==> src/rtl/fwa_pkg.sv <==
// fwa_pkg: shared types and constants for the flow window adjust block
// used by fwa_cfg, fwa_calc and flow_window_adjust_top; no dependencies
`timescale 1ns / 1ps
`default_nettype none

package fwa_pkg;

  localparam int unsigned WinW = 31;
  localparam int unsigned CntW = 32;

  localparam logic [WinW-1:0] MaxWindowReset = {WinW{1'b1}};

  // 34-bit signed limits of the 32-bit counters
  localparam logic signed [33:0] I32Max = 34'sd2147483647;
  localparam logic signed [33:0] I32Min = -34'sd2147483648;

  typedef struct packed {
    logic [WinW-1:0]        local_window;
    logic signed [CntW-1:0] recv_window;
    logic [WinW-1:0]        owed_reduction;
    logic signed [CntW-1:0] delta;
  } fwa_in_t;

  typedef struct packed {
    logic                   flow_error;
    logic [WinW-1:0]        new_local_window;
    logic signed [CntW-1:0] new_recv_window;
    logic [WinW-1:0]        new_owed_reduction;
    logic signed [CntW-1:0] new_delta;
    logic                   send_update;
  } fwa_res_t;

endpackage

`default_nettype wire

==> src/rtl/fwa_cfg.sv <==
// fwa_cfg: max_window configuration register with its write handshake
// depends on fwa_pkg
`timescale 1ns / 1ps
`default_nettype none

module fwa_cfg (
  input  wire logic                      clk_i,
  input  wire logic                      rst_ni,
  input  wire logic                      cfg_valid_i,
  output logic                           cfg_ready_o,
  input  wire logic [fwa_pkg::WinW-1:0]  cfg_max_window_i,
  output logic [fwa_pkg::WinW-1:0]       max_window_o
);
  import fwa_pkg::*;

  logic [WinW-1:0] max_window_q, max_window_d;

  // register is always free to take a write
  assign cfg_ready_o = 1'b1;

  always_comb begin
    max_window_d = max_window_q;
    if (cfg_valid_i) begin
      max_window_d = cfg_max_window_i;
    end
  end

  always_ff @(posedge clk_i or negedge rst_ni) begin
    if (!rst_ni) begin
      max_window_q <= MaxWindowReset;
    end else begin
      max_window_q <= max_window_d;
    end
  end

  assign max_window_o = max_window_q;

endmodule

`default_nettype wire

==> src/rtl/fwa_calc.sv <==
// fwa_calc: combinational window adjustment for one item
// depends on fwa_pkg
`timescale 1ns / 1ps
`default_nettype none

module fwa_calc (
  input  wire fwa_pkg::fwa_in_t          item_i,
  input  wire logic [fwa_pkg::WinW-1:0]  max_window_i,
  output fwa_pkg::fwa_res_t              res_o
);
  import fwa_pkg::*;

  logic signed [33:0] lw, rw, rr, d, mw;
  logic signed [33:0] base, excess, paid, lw_sum;
  logic signed [33:0] lw_f, rw_f, rr_f, d_f;
  logic               d_pos, err;

  // everything widened to 34-bit signed
  assign lw = $signed({3'b000, item_i.local_window});
  assign rw = $signed({{2{item_i.recv_window[31]}}, item_i.recv_window});
  assign rr = $signed({3'b000, item_i.owed_reduction});
  assign d  = $signed({{2{item_i.delta[31]}}, item_i.delta});
  assign mw = $signed({3'b000, max_window_i});

  assign d_pos  = !item_i.delta[31] && (item_i.delta != '0);
  assign base   = rw[33] ? 34'sd0 : rw;
  assign excess = d - base;
  assign paid   = (rr < excess) ? rr : excess;
  assign lw_sum = lw + excess;

  always_comb begin
    err  = 1'b0;
    lw_f = lw;
    rw_f = rw;
    rr_f = rr;
    d_f  = d;
    if (d_pos) begin
      if (excess <= 34'sd0) begin
        // credit fully absorbed by received bytes
        rw_f = rw - d;
      end else if (lw_sum > mw) begin
        err = 1'b1;
      end else begin
        lw_f = lw_sum;
        rr_f = rr - paid;
        rw_f = rw[33] ? (rw + paid) : paid;
        d_f  = d - paid;
      end
    end else begin
      // silent shrink with range checks
      if ((lw + d < 34'sd0) || (rw + d < I32Min) || (rr - d > I32Max)) begin
        err = 1'b1;
      end else begin
        lw_f = lw + d;
        rw_f = rw + d;
        rr_f = rr - d;
        d_f  = 34'sd0;
      end
    end
  end

  always_comb begin
    res_o.flow_error         = err;
    res_o.new_local_window   = lw_f[WinW-1:0];
    res_o.new_recv_window    = rw_f[CntW-1:0];
    res_o.new_owed_reduction = rr_f[WinW-1:0];
    res_o.new_delta          = d_f[CntW-1:0];
    res_o.send_update        = (rw_f >= $signed({4'b0000, lw_f[WinW-1:1]}));
  end

endmodule

`default_nettype wire

==> src/rtl/flow_window_adjust_top.sv <==
// flow_window_adjust_top: top level of the flow window adjust block
// depends on fwa_pkg, fwa_cfg and fwa_calc
`timescale 1ns / 1ps
`default_nettype none

// usage
// - input channel (in_valid_i / in_ready_o) carries one item: local window,
//   received count, pending reduction and signed delta
// - output channel (out_valid_o / out_ready_i) returns one result item per
//   input item, in order: error flag, adjusted fields and send_update
// - config channel (cfg_valid_i / cfg_ready_o) writes max_window; it is
//   always ready and must only be written while the block is idle
// - path: an accepted item goes through the input register, then the
//   result register
// - throughput: one item per cycle while the receiver takes results, set
//   by the single combinational adjust stage between the two registers
// - receiver stall: the result register holds; the input register keeps
//   taking items until it too is full, then in_ready_o drops
// - reset: both stages empty, max_window returns to 2147483647

module flow_window_adjust_top (
  input  wire logic                              clk_i,
  input  wire logic                              rst_ni,
  // config write
  input  wire logic                              cfg_valid_i,
  output logic                                   cfg_ready_o,
  input  wire logic [fwa_pkg::WinW-1:0]          cfg_max_window_i,
  // input items
  input  wire logic                              in_valid_i,
  output logic                                   in_ready_o,
  input  wire logic [fwa_pkg::WinW-1:0]          local_window_i,
  input  wire logic signed [fwa_pkg::CntW-1:0]   recv_window_i,
  input  wire logic [fwa_pkg::WinW-1:0]          owed_reduction_i,
  input  wire logic signed [fwa_pkg::CntW-1:0]   delta_i,
  // result items
  output logic                                   out_valid_o,
  input  wire logic                              out_ready_i,
  output logic                                   flow_error_o,
  output logic [fwa_pkg::WinW-1:0]               new_local_window_o,
  output logic signed [fwa_pkg::CntW-1:0]        new_recv_window_o,
  output logic [fwa_pkg::WinW-1:0]               new_owed_reduction_o,
  output logic signed [fwa_pkg::CntW-1:0]        new_delta_o,
  output logic                                   send_update_o
);
  import fwa_pkg::*;

  logic [WinW-1:0] max_window;

  fwa_in_t  in_q, in_d;
  fwa_res_t res_q, res_d, calc_res;
  logic     s1_valid_q, s1_valid_d;
  logic     s2_valid_q, s2_valid_d;
  logic     s2_take, s1_take;

  fwa_cfg u_cfg (
    .clk_i            (clk_i),
    .rst_ni           (rst_ni),
    .cfg_valid_i      (cfg_valid_i),
    .cfg_ready_o      (cfg_ready_o),
    .cfg_max_window_i (cfg_max_window_i),
    .max_window_o     (max_window)
  );

  fwa_calc u_calc (
    .item_i       (in_q),
    .max_window_i (max_window),
    .res_o        (calc_res)
  );

  // result register is free when empty or being drained this cycle
  assign s2_take    = !s2_valid_q || out_ready_i;
  // input register is free when empty or moving on into the result register
  assign in_ready_o = !s1_valid_q || s2_take;
  assign s1_take    = in_valid_i && in_ready_o;

  always_comb begin
    in_d       = in_q;
    s1_valid_d = s1_valid_q;
    res_d      = res_q;
    s2_valid_d = s2_valid_q;
    if (s2_take) begin
      s2_valid_d = s1_valid_q;
      res_d      = calc_res;
    end
    if (in_ready_o) begin
      s1_valid_d = in_valid_i;
    end
    if (s1_take) begin
      in_d.local_window   = local_window_i;
      in_d.recv_window    = recv_window_i;
      in_d.owed_reduction = owed_reduction_i;
      in_d.delta          = delta_i;
    end
  end

  // control state
  always_ff @(posedge clk_i or negedge rst_ni) begin
    if (!rst_ni) begin
      s1_valid_q <= 1'b0;
      s2_valid_q <= 1'b0;
    end else begin
      s1_valid_q <= s1_valid_d;
      s2_valid_q <= s2_valid_d;
    end
  end

  // payload registers, no reset
  always_ff @(posedge clk_i) begin
    in_q  <= in_d;
    res_q <= res_d;
  end

  assign out_valid_o          = s2_valid_q;
  assign flow_error_o         = res_q.flow_error;
  assign new_local_window_o   = res_q.new_local_window;
  assign new_recv_window_o    = res_q.new_recv_window;
  assign new_owed_reduction_o = res_q.new_owed_reduction;
  assign new_delta_o          = res_q.new_delta;
  assign send_update_o        = res_q.send_update;

endmodule

`default_nettype wire

==> config.mk <==
export PLATFORM = sky130hd
export DESIGN_NAME = flow_window_adjust_top
export DESIGN_NICKNAME = d
export VERILOG_FILES = /design/src/rtl/fwa_pkg.sv /design/src/rtl/fwa_cfg.sv /design/src/rtl/fwa_calc.sv /design/src/rtl/flow_window_adjust_top.sv
export SDC_FILE = /design/constraint.sdc
export NUM_CORES = 1
export LEC_CHECK = 0
export BUFFER_PORTS_ARGS = -buffer_cell sky130_fd_sc_hd__buf_2
export CORE_MARGIN = 3
export CORE_UTILIZATION = 25
export CTS_CLUSTER_DIAMETER = 80
export DETAILED_ROUTE_END_ITERATION = 10
export GPL_TIMING_DRIVEN = 0
export PLACE_DENSITY_LB_ADDON = 0.15
export SYNTH_ARGS = -nofsm -noshare
export SYNTH_HDL_FRONTEND = slang
export SYNTH_SLANG_ARGS = --single-unit
==> constraint.sdc <==
create_clock -name clk_i -period 11.6 [get_ports clk_i]
set_clock_uncertainty 0.1 [all_clocks]
set_input_delay 1.74 -clock clk_i [delete_from_list [all_inputs] [get_ports clk_i]]
set_output_delay 1.74 -clock clk_i [all_outputs]
set_load 0.02 [all_outputs]
# Yosys cells after proc, flatten, opt, wreduce, memory -nomap -nowiden
# Index checks and enable logic that the tools add are counted.
# classes
n_mux,23
n_div,0
n_reduce_logical,10
add_sub_neg,9
n_eq_ne,0
n_mul,0
shifts,0
bitwise_logic,0
n_lt_le_gt_ge,7
# ops
cell,n
2-to-1 mux 31 bit,9
2-to-1 mux 34 bit,6
2-to-1 mux 32 bit,4
subtractor 32 x 32 -> 33 bit,3
adder 32 x 32 -> 33 bit,2
adder 32 x 33 -> 34 bit,1
adder 32 x 34 -> 34 bit,1
greater-or-equal comparator 34 x 31 -> 1 bit,1
greater-than comparator 34 x 32 -> 1 bit,1
< comparator 34 x 32 -> 1 bit (second input constant),1
greater-than comparator 33 x 32 -> 1 bit (second input constant),1
less-or-equal comparator 33 x 1 -> 1 bit (second input constant),1
< comparator 32 x 33 -> 1 bit,1
< comparator 33 x 1 -> 1 bit (second input constant),1
nonzero test 32 bit,1
subtractor 32 bit,1
subtractor 31 bit,1
logical OR 1 bit,4
2-to-1 mux 1 bit,4
logical NOT 1 bit,3
logical AND 1 bit,2
# totals
reg_bits,287
inputBits,162
latch_bits,0
mem_bits_rw,0
romBits,0
memories,0
wordCells,62

# Longest topological paths before layout
# Gate-level depths: netlist of the first run.
# depth
depth_word,10
ltp_mapped,55
mapped_depth_nobuf,50

# Cells and area by module
# A second synthesis of the first run with hierarchy kept.
# unflattened
hier_cells,3159
hier_area_um2,28237.1
# modules_own_cells
mod,area_each_um2,cells_per_inst,seq_area_each_um2,n_inst
fwa_calc,19303.5,2831,0.0,1
flow_window_adjust_top,7724.9,261,7677.4,1
fwa_cfg,1208.7,67,814.5,1

# Worst setup path before layout of the first run
# No wires, ideal clock.
# synth_path
path_type,register to register
startpoint,register in_q[94] in the netlist's numbering
endpoint,"register res_q (netlist bit send_update_o), data pin"
arrival_time_ps,9985
stages_incl_launch_ff,52
synth_period_minus_slack_ps,10349
setup_slack_ps,1251
setup_ps,264
path_cell_list,edfxtp_1 clkbuf_1 clkbuf_1 buf_1 nor2_1 ha_1 fa_1 nand2b_1 a21oi_1 a21oi_1 o31ai_4 nor4_1 a311oi_1 inv_1 ha_1 a21o_1 a21o_1 a2111oi_0 [... 16 more ...] o21ai_0 nand2b_1 a21oi_1 xnor2_1 a211oi_1 a211oi_1 ha_1 a21oi_1 nor2b_1 o21ai_0 nand2b_1 a21oi_1 nor2b_1 o21ai_0 o311ai_0 o2111ai_1 o211ai_1 o41a_1
# synth_rtl
item,line_no,text
"start, declared",flow_window_adjust_top.sv:49,"fwa_in_t in_q, in_d;"
"start signal, assigned",flow_window_adjust_top.sv:109,in_q <= in_d;
"end signal, assigned",flow_window_adjust_top.sv:110,res_q <= res_d;
"end, declared",flow_window_adjust_top.sv:50,"fwa_res_t res_q, res_d, calc_res;"

==> results of run 1 <==
[cell usage in the layout, fill, tap and decap left out, types with 25 or more instances in the layout]
| master | instances |
|---|---|
| clkbuf_1 | 65 |
| o21ai_0 | 199 |
| o22ai_1 | 27 |
| nor2_1 | 233 |
| buf_2 | 301 |
| a211oi_1 | 33 |
| buf_4 | 73 |
| o21a_1 | 52 |
| a21oi_1 | 254 |
| nand2_1 | 219 |
| a221o_1 | 61 |
| nand2b_1 | 59 |
| xnor2_1 | 101 |
| nor3_1 | 67 |
| o21bai_1 | 50 |
| a31oi_1 | 30 |
| clkbuf_16 | 42 |
| inv_1 | 204 |
| o221ai_1 | 27 |
| dfstp_2 | 31 |
| nand3_1 | 84 |
| nand4_1 | 39 |
| ha_1 | 365 |
| a21o_1 | 128 |
| nor2b_1 | 27 |
| a221oi_1 | 25 |
| edfxtp_1 | 254 |
| xor2_1 | 61 |
| o211ai_1 | 30 |
[cell families after synthesis]
group	synth area share [%]
simple gates	14.44
fa+ha+maj	16.98
buf+inv	4.359
xor+xnor	5.655
flops	29.82
other cells	0.01317
mux	1.244
compound gates	27.49
[registers in the layout, summed over array words and instances, names as in the netlist]
| signal | count |
|---|---|
| new_delta_o | 32 |
| send_update_o | 1 |
| new_recv_window_o | 32 |
| s1_valid_q | 1 |
| in_q | 126 |
| new_local_window_o | 31 |
| out_valid_o | 1 |
| new_owed_reduction_o | 31 |
| flow_error_o | 1 |
| u_cfg.max_window_o | 31 |
[cell type report]
| class | instances | share of cell area, % |
|---|---|---|
| multi-input combinational | 2605 | 56.34 |
| sequential | 287 | 24.29 |
| timing repair buffer | 369 | 6.252 |
| tap | 1500 | 5.368 |
| clock buffer | 47 | 2.999 |
| inverter | 210 | 2.265 |
| buffer | 106 | 1.804 |
| clock inverter | 25 | 0.6585 |
| antenna | 3 | 0.02147 |
[worst max-delay path, delay by kind of cell, from the launching register on]
family                   cells  cell delay, ps
AND/OR/NAND/NOR             10            1580
AO/OA/AOI/OAI               23            4940
buffers and inverters       10            1580
adder cells (fa/ha/maj)      5            1640
XOR/XNOR                     1             530
flip-flops                   1             490
[stage by stage]
stage          area (µm²)  setup slack (ps)
4_1_cts             34080             12.81
3_3_place_gp        31800             -4955
2_1_floorplan       28470              1251
3_5_place_dp        31950             -4757
5_1_grt             34950            -32.44
6_report            34960             455.4
[routing by layer]
metal | vias up | global-route usage, %
li1 | 13050 | -
met2 | 822 | 34.20
met1 | 13120 | 29.94
met3 | 133 | 2.529
met5 | - | 0
met4 | 0 | 6.292
[power by group through the flow]
stage | combinational [mW] | clock [mW] | sequential (mW)
after floorplan | 2.07 | 0 | 1.51
after global placement | 3.18 | 0 | 1.45
after detailed placement | 3.19 | 0 | 1.44
after CTS | 3.35 | 1.26 | 1.42
after global routing | 3.83 | 1.30 | 1.43
final | 3.51 | 1.21 | 1.42
[final timing paths]
check                                 from            end
worst min register to register  s1_valid_q    out_valid_o
max in group asynchronous           rst_ni     s1_valid_q
worst min-delay path            s1_valid_q    out_valid_o
worst max register to register    in_q[94]  send_update_o
min in group asynchronous           rst_ni    out_valid_o
worst max-delay path              in_q[94]  send_update_o
[what timing repair did]
| item | CTS | global route |
|---|---|---|
| gates resized for setup | 145 | 109 |
| endpoints found under the setup margin | 128 | 4 |
| buffers inserted | 29 | 44 |
| pin swaps | 27 | 51 |
| cloned | 0 | 1 |
==> summary.md, run 1 <==
| Metric | Value |
|---|---|
| Final period util | `96.07%` |
| Internal | `3.382 mW` |
| Critical path class | `register to register` |
| Met3 wire length | `6.984 mm` |
| DR top layer | `met4` |
| Yosys top cell by area | `edfxtp_1` |
| Fill cells | `12060` |
| Pins Over Slew Limit | `11` |
| DP Cell Count | `5011` |
| EDFF count, synth | `254` |
| Worst slew pin tran | `1590 ps` |
| Initial antenna violation count | `2` |
| Grt total ovfl | `0` |
| Top post-synthesis cells by area | `edfxtp_1 (27%), ha_1 (16%), a21oi_1 (5.0%)` |
| Max VDD drop | `0.07960 mV` |
| CTS max path bufs | `3` |
| Number of CTS-inserted buffers | `40` |
| Number of global-route vias before repair | `26720` |
| Die area | `118000 µm²` |
| Number of top-level pins | `293` |
| Failing checks | `max-capacitance violations, max-slew violations` |
| Synth top area share | `26.79%` |
| Crit. End Element | `register` |
| Synthesis-to-finish area growth | `22.78%` |
| First-pass GRT wire length | `182.9 mm` |
| Setup violators final | `0` |
| Final hold violations | `0` |
| Sequential Power Share | `23.1%` |
| Top cells by count, synth | `ha_1 (372), a21oi_1 (282), edfxtp_1 (254)` |
| Clock latency on the worst-skew pair | `600 ps` |
| Total wire length | `129.9 mm` |
| Final min period | `11140 ps` |
| Initial Util | `25.24%` |
| Max FO, Critical Path | `10` |
| Worst-path clk slew | `60 ps` |
| Reg area | `8492 µm²` |
| R2r worst-path depth | `49` |
| Total Neg Setup Slack | `0 ps` |
| HPWL after detailed placement | `105.8 mm` |
| Core Area | `112800 µm²` |
| Leak pwr | `14.81 nW` |
| CP max-delay cell | `xor2_2` |
| HP Class | `register to register` |
| R2r setup slk | `460 ps` |
| Synth cell types | `101` |
| Pin count of the biggest net entering global routing | `60` |
| Iter 0 DRT Violations | `1882` |
| F_max | `89.73 MHz` |
| Clk Tree Root Cell | `clkbuf_16` |
| DRC | `0` |
| Hold_buf cts | `0` |
| Synth Instances | `3216` |
| Max-slew headroom at the worst pin | `-5.973%` |
| GP Congestion | `0.9109` |
| H-tree depth | `2` |
| Sequential area share after synthesis | `29.82%` |
| CP max stage delay | `530 ps` |
| Leading cell type by number of instances after synthesis | `ha_1` |
| FF+latch count, synth | `287` |
| Die Span Y | `343.5 µm` |
| Sw frac | `44.89%` |
| CTS tree | `built` |
| Warnings, synthesis | `0` |
| Nature of the critical path startpoint | `register` |
| Wire length on met1 | `60.94 mm` |
| Gate power share | `57.1%` |
| Synthesized Nets | `3759` |
| Sink Count | `287` |
| Number of max-cap violations | `1` |
| Crit path DAT | `11370 ps` |
| Avg Cell Area, Syn | `8.854 µm²` |
| Post-layout util | `30.99%` |
| WL per Instance | `25.21 µm` |
| Met2 wire len | `58.02 mm` |
| DRT Pass-1 Iters | `5` |
| Switch Pwr | `2.755 mW` |
| Post-route insts no fill | `5152` |
| Hold path depth | `1` |
| CP required | `11830 ps` |
| PwrDens | `175.6 nW/µm²` |
| Share of layout cells above drive strength 1 | `18.77%` |
| Hold Slack | `360.5 ps` |
| Design Power | `6.137 mW` |
| Via density | `5.263` |
| Die X | `343.5 µm` |
| Asr flop ratio synth | `11.50%` |
| NumNets Final | `4162` |
| Vias | `27120` |
| Synth Flop Type | `edfxtp_1` |
| Core Rows | `123` |
| GR Util All Layers | `21.31%` |
| Area of the multi-input gates | `19700 µm²` |
| Clk network pwr share | `19.8%` |
| Antenna-violating nets left | `0` |
| Buffers on Ports | `290` |
| Synth Cell Area | `28470 µm²` |
| Status | `finished, violations left` |
(Power assumes the default switching activity.)
==> inputs of run 2 (changes only) <==
--- a/config.mk
+++ b/config.mk
@@ -10,8 +10,9 @@
 export CORE_UTILIZATION = 25
 export CTS_CLUSTER_DIAMETER = 80
 export DETAILED_ROUTE_END_ITERATION = 10
+export GPL_ROUTABILITY_DRIVEN = 0
 export GPL_TIMING_DRIVEN = 0
-export PLACE_DENSITY_LB_ADDON = 0.15
+export PLACE_DENSITY = 0.45
 export SYNTH_ARGS = -nofsm -noshare
 export SYNTH_HDL_FRONTEND = slang
 export SYNTH_SLANG_ARGS = --single-unit
==> summary.md, run 2 (same netlist as run 1, synthesis figures left out) <==
| Metric | Value |
|---|---|
| Status | `finished clean` |
| H-tree depth | `2` |
| Gate power share | `56.1%` |
| Via density | `5.244` |
| CTS max path bufs | `3` |
| CTS tree | `built` |
| Total Neg Setup Slack | `0 ps` |
| Clk Tree Root Cell | `clkbuf_16` |
| Fill cells | `12060` |
| WL per Instance | `24.28 µm` |
| Post-route insts no fill | `5156` |
| Largest Register | `in_q` |
| Number of global-route vias before repair | `25640` |
| Total wire length | `125.2 mm` |
| Number of CTS-inserted buffers | `40` |
| Pin count of the biggest net entering global routing | `59` |
| CP max-delay cell | `o41ai_4` |
| DRC | `0` |
| Die area | `118000 µm²` |
| Iter 0 DRT Violations | `2062` |
| Worst-path clk slew | `60 ps` |
| Critical path class | `register to register` |
| Initial Util | `25.24%` |
| Share of layout cells above drive strength 1 | `18.51%` |
| Max-slew headroom at the worst pin | `4.541%` |
| Hold_buf cts | `0` |
| CP max stage delay | `490 ps` |
| CP required | `11830 ps` |
| Sequential Power Share | `23.1%` |
| Grt total ovfl | `0` |
| Max FO, Critical Path | `10` |
| Sink Count | `287` |
| Max reg flops | `126` |
| HPWL after detailed placement | `102.0 mm` |
| Max VDD drop | `0.09879 mV` |
| Crit. End Element | `register` |
| DP Cell Count | `5011` |
| F_max | `88.72 MHz` |
| Setup violators final | `0` |
| Met3 Resource Use GR | `3.037%` |
| PwrDens | `176.1 nW/µm²` |
| Met1 Track Usage GR | `28.64%` |
| Worst slew pin tran | `1432 ps` |
| Die Span Y | `343.5 µm` |
| Dpl ws | `-4228 ps` |
| Final hold violations | `0` |
| DRT Pass-1 Iters | `5` |
| Design Power | `6.140 mW` |
| Clk network pwr share | `20.8%` |
| Synthesis-to-finish area growth | `22.42%` |
| HP Class | `register to register` |
| Leak pwr | `14.82 nW` |
| Clock latency on the worst-skew pair | `620 ps` |
| Final period util | `97.17%` |
| Internal | `3.404 mW` |
| Final min period | `11270 ps` |
| Number of max-cap violations | `0` |
| Vias | `27040` |
| Switch Pwr | `2.736 mW` |
| Core Rows | `123` |
| Buffers on Ports | `290` |
| NumNets Final | `4165` |
| Nature of the critical path startpoint | `register` |
| Crit path DAT | `11510 ps` |
| Layer with the highest usage | `met2` |
| Most common cell after layout, fill and taps aside | `ha_1` |
| First-pass GRT wire length | `174.6 mm` |
| Initial antenna violation count | `3` |
| Antenna-violating nets left | `0` |
| Post-route setup slack | `328.7 ps` |
| GRT met2 Usage | `32.11%` |
| Number of top-level pins | `293` |
| Die X | `343.5 µm` |
| Pins Over Slew Limit | `0` |
| Hold Slack | `358.0 ps` |
| Core Area | `112800 µm²` |
| GR Util All Layers | `20.43%` |
| Sw frac | `44.56%` |
| Most frequent cells in the layout | `ha_1 (367), buf_2 (300), a21oi_1 (258)` |
## run 2: cell count changes in the layout (fill, tap and decap cells not counted), sizes merged
cell,change
buf,+2
bufinv,+2
clkbuf,+1
inv,-1
## run 2: path summary, 6_finish.rpt
kind                                 end       start  depth (start not counted)  slack, ps
min in group asynchronous    out_valid_o      rst_ni                          1       1100
hold reg to reg              out_valid_o  s1_valid_q                          1        360
setup / recovery           send_update_o    in_q[94]                         47        330
max in group asynchronous     s1_valid_q      rst_ni                          1       9820
setup reg to reg           send_update_o    in_q[94]                         47        330
hold / removal               out_valid_o  s1_valid_q                          1        360
## run 2: power by group through the flow
stage                     clock network (mW)  logic (mW)  registers [mW]
final                                   1.28        3.45            1.42
after global routing                    1.37        3.77            1.43
after CTS                               1.33        3.30            1.42
after detailed placement                   0        3.15            1.43
after global placement                     0        3.14            1.45
after floorplan                            0        2.07            1.51
## run 2: area by class of cell
type | count | area [µm²] | area share [%]
buffer | 106 | 611.8 | 1.755
clock buffer | 47 | 1027 | 2.947
tap | 1500 | 1877 | 5.384
sequential | 287 | 8492 | 24.36
inverter | 210 | 792.0 | 2.272
antenna | 3 | 7.507 | 0.02154
timing repair buffer | 372 | 2187 | 6.274
multi-input combinational | 2605 | 19540 | 56.06
clock inverter | 26 | 324.1 | 0.9296
## run 2: metrics by stage
| step | utilization (%) | instance area, µm² |
|---|---|---|
| finish | 30.90 | 34860 |
| CTS | 30.24 | 34120 |
| global placement | 28.19 | 31800 |
| detailed placement | 28.31 | 31940 |
| global route | 30.90 | 34850 |
| floorplan | - | 28470 |
## run 2: what timing repair did
action	CTS	global route
pin swaps	20	35
endpoints found under the setup margin	126	5
gates cloned	0	1
resized for setup	139	88
hold endpoints to repair	0	0
setup buffers	33	43
## run 2: critical path, delay by kind of cell (launching register included)
family / cells / cell delay, ps
AO/OA/AOI/OAI: 23 / 5390
buffers and inverters: 9 / 1790
AND/OR/NAND/NOR: 9 / 1590
adder cells (fa/ha/maj): 4 / 1330
flip-flops: 1 / 460
multiplexers: 2 / 310
## run 2: layer usage
layer  vias to the layer above  share of wire [%]  wire length [µm]
met5                         -                  0                 0
met4                         0                3.3              4140
met3                       140                6.0              7482
met2                       859                 44             55320
met1                     12990                 47             58230
li1                      13060                  -                 -
==> inputs of run 3 (changes only) <==
--- a/config.mk
+++ b/config.mk
@@ -5,7 +5,7 @@
 export SDC_FILE = /design/constraint.sdc
 export NUM_CORES = 1
 export LEC_CHECK = 0
-export BUFFER_PORTS_ARGS = -buffer_cell sky130_fd_sc_hd__buf_2
+export BUFFER_PORTS_ARGS = -buffer_cell sky130_fd_sc_hd__clkbuf_2
 export CORE_MARGIN = 3
 export CORE_UTILIZATION = 25
 export CTS_CLUSTER_DIAMETER = 80
==> constraint.sdc (replaced) <==
create_clock -name clk_i -period 11.6 [get_ports clk_i]
set_clock_uncertainty 0.1 [all_clocks]
set_input_delay 1.16 -clock clk_i [delete_from_list [all_inputs] [get_ports clk_i]]
set_output_delay 1.16 -clock clk_i [all_outputs]
set_load 0.02 [all_outputs]
==> summary.md, run 3 (same netlist as run 1, synthesis figures left out) <==
| Metric | Value |
|---|---|
| CP dominant cell by count | `a21o_1` |
| DRC | `0` |
| Max VDD drop | `0.1050 mV` |
| Total wire length | `125.6 mm` |
| Max FO, Critical Path | `10` |
| Most common cell after layout, fill and taps aside | `ha_1` |
| Clk Tree Root Cell | `clkbuf_16` |
| Core Area | `112800 µm²` |
| Final period util | `96.04%` |
| Buffers on Ports | `290` |
| NumNets Final | `4160` |
| Post-layout util | `30.89%` |
| Post-route insts no fill | `5152` |
| Share of layout cells above drive strength 1 | `18.28%` |
| Clock latency on the worst-skew pair | `610 ps` |
| Max reg flops | `126` |
| Number of max-cap violations | `0` |
| Post-DP Area | `31920 µm²` |
| Worst slew pin tran | `1459 ps` |
| Number of top-level pins | `293` |
| Status | `finished clean` |
| PwrDens | `176.1 nW/µm²` |
| HP Class | `register to register` |
| CTS tree | `built` |
| DRT Pass-1 Iters | `5` |
| Leak pwr | `14.86 nW` |
| Number of global-route vias before repair | `25980` |
| Crit path DAT | `11380 ps` |
| Crit. End Element | `register` |
| Hold_buf cts | `0` |
| Initial Util | `25.24%` |
| Most frequent cells in the layout | `ha_1 (367), clkbuf_2 (294), a21oi_1 (260)` |
| CP max stage delay | `530 ps` |
| Antenna-violating nets left | `0` |
| Iter 0 DRT Violations | `1821` |
| Critical path class | `register to register` |
| Max-slew headroom at the worst pin | `2.713%` |
| First-pass GRT wire length | `177.1 mm` |
| GR Util All Layers | `20.60%` |
| Via density | `5.285` |
| WL per Instance | `24.38 µm` |
| Grt total ovfl | `0` |
| Design area | `34840 µm²` |
| Largest Register | `in_q` |
| Die X | `343.5 µm` |
| CP required | `11830 ps` |
| Initial antenna violation count | `3` |
| Sink Count | `287` |
| Worst-path clk slew | `60 ps` |
| Area of the multi-input gates | `19530 µm²` |
| H-tree depth | `2` |
| Pin count of the biggest net entering global routing | `61` |
| Final min period | `11140 ps` |
| Nature of the critical path startpoint | `register` |
| Reg area | `8492 µm²` |
| Number of CTS-inserted buffers | `41` |
| DP Cell Count | `5010` |
| Synthesis-to-finish area growth | `22.38%` |
| Setup violators final | `0` |
| Die Span Y | `343.5 µm` |
| Pins Over Slew Limit | `0` |
| Fill cells | `12010` |
| CP max-delay cell | `or4_4` |
| F_max | `89.76 MHz` |
| Vias | `27230` |
| Design Power | `6.135 mW` |
| HPWL after detailed placement | `102.2 mm` |
| Final hold violations | `0` |
| CTS max path bufs | `3` |
| Die area | `118000 µm²` |
| Core Rows | `123` |
run 3: changes by cell type in the layout (fill, tap and decap cells not counted), moves of 4 or more:
cell,before,now
o22ai_2,7,3
clkbuf_16,41,46
clkbuf_2,4,294
buf_2,300,10
inv_6,2,6
buf_6,11,7
o22ai_1,23,28
a21oi_2,22,18
buf_4,80,72
bufinv_16,5,1
run 3: report_power, final:
| group | internal (mW) | switching [mW] | leakage, nW |
|---|---|---|---|
| combinational | 1.34 | 2.11 | 11.4 |
| sequential | 1.31 | 0.112 | 2.84 |
| clock | 0.736 | 0.524 | 0.642 |
run 3: final timing paths:
kind | startpoint | end | slack (ps) | cells after the start
worst min-delay path | s1_valid_q | out_valid_o | 360 | 1
worst max-delay path | in_q[94] | send_update_o | 460 | 49
max in group asynchronous | rst_ni | s1_valid_q | 10320 | 1
worst max register to register | in_q[94] | send_update_o | 460 | 49
worst min register to register | s1_valid_q | out_valid_o | 360 | 1
min in group asynchronous | rst_ni | out_valid_o | 560 | 1
run 3: metrics by stage:
stage / worst slack (ps) / setup TNS, ps / hold slack [ps]
5_1_grt: -31.08 / -31.08 / 394.5
3_3_place_gp: -4481 / -119170 / 342.3
2_1_floorplan: 1251 / 0 / 335.1
3_5_place_dp: -4587 / -119860 / 362.0
4_1_cts: 12.68 / 0 / 365.9
6_report: 459.2 / 0 / 358.5
run 3: area by class of cell:
cell class	count	share of cell area [%]
Clock inverter	25	0.6033
Buffer	108	1.889
Tap cell	1500	5.386
Multi-Input combinational cell	2605	56.04
Timing Repair Buffer	364	6.133
Antenna cell	3	0.02154
Inverter	210	2.273
Sequential cell	287	24.37
Clock buffer	50	3.286
run 3: worst max-delay path: cells and delay by family (launching register included):
family | cells | cell delay [ps]
AO/OA/AOI/OAI | 24 | 4470
XOR/XNOR | 2 | 420
adder cells (fa/ha/maj) | 4 | 1200
buffers and inverters | 7 | 1280
flip-flops | 1 | 490
multiplexers | 1 | 290
AND/OR/NAND/NOR | 11 | 2570
run 3: repair_timing:
item | CTS | global route
setup endpoints to repair | 126 | 3
setup buffers | 38 | 32
pin swaps | 20 | 32
gates resized for setup | 153 | 77
cloned | 0 | 0
hold endpoints to repair | 0 | 0
run 3: routing by layer:
| layer | part of all wire [%] | track usage, % | up-vias |
|---|---|---|---|
| li1 | - | - | 13050 |
| met1 | 46 | 28.80 | 13110 |
| met2 | 44 | 32.94 | 924 |
| met3 | 6.4 | 3.131 | 148 |
| met4 | 3.1 | 5.623 | 0 |
| met5 | 0 | 0 | - |
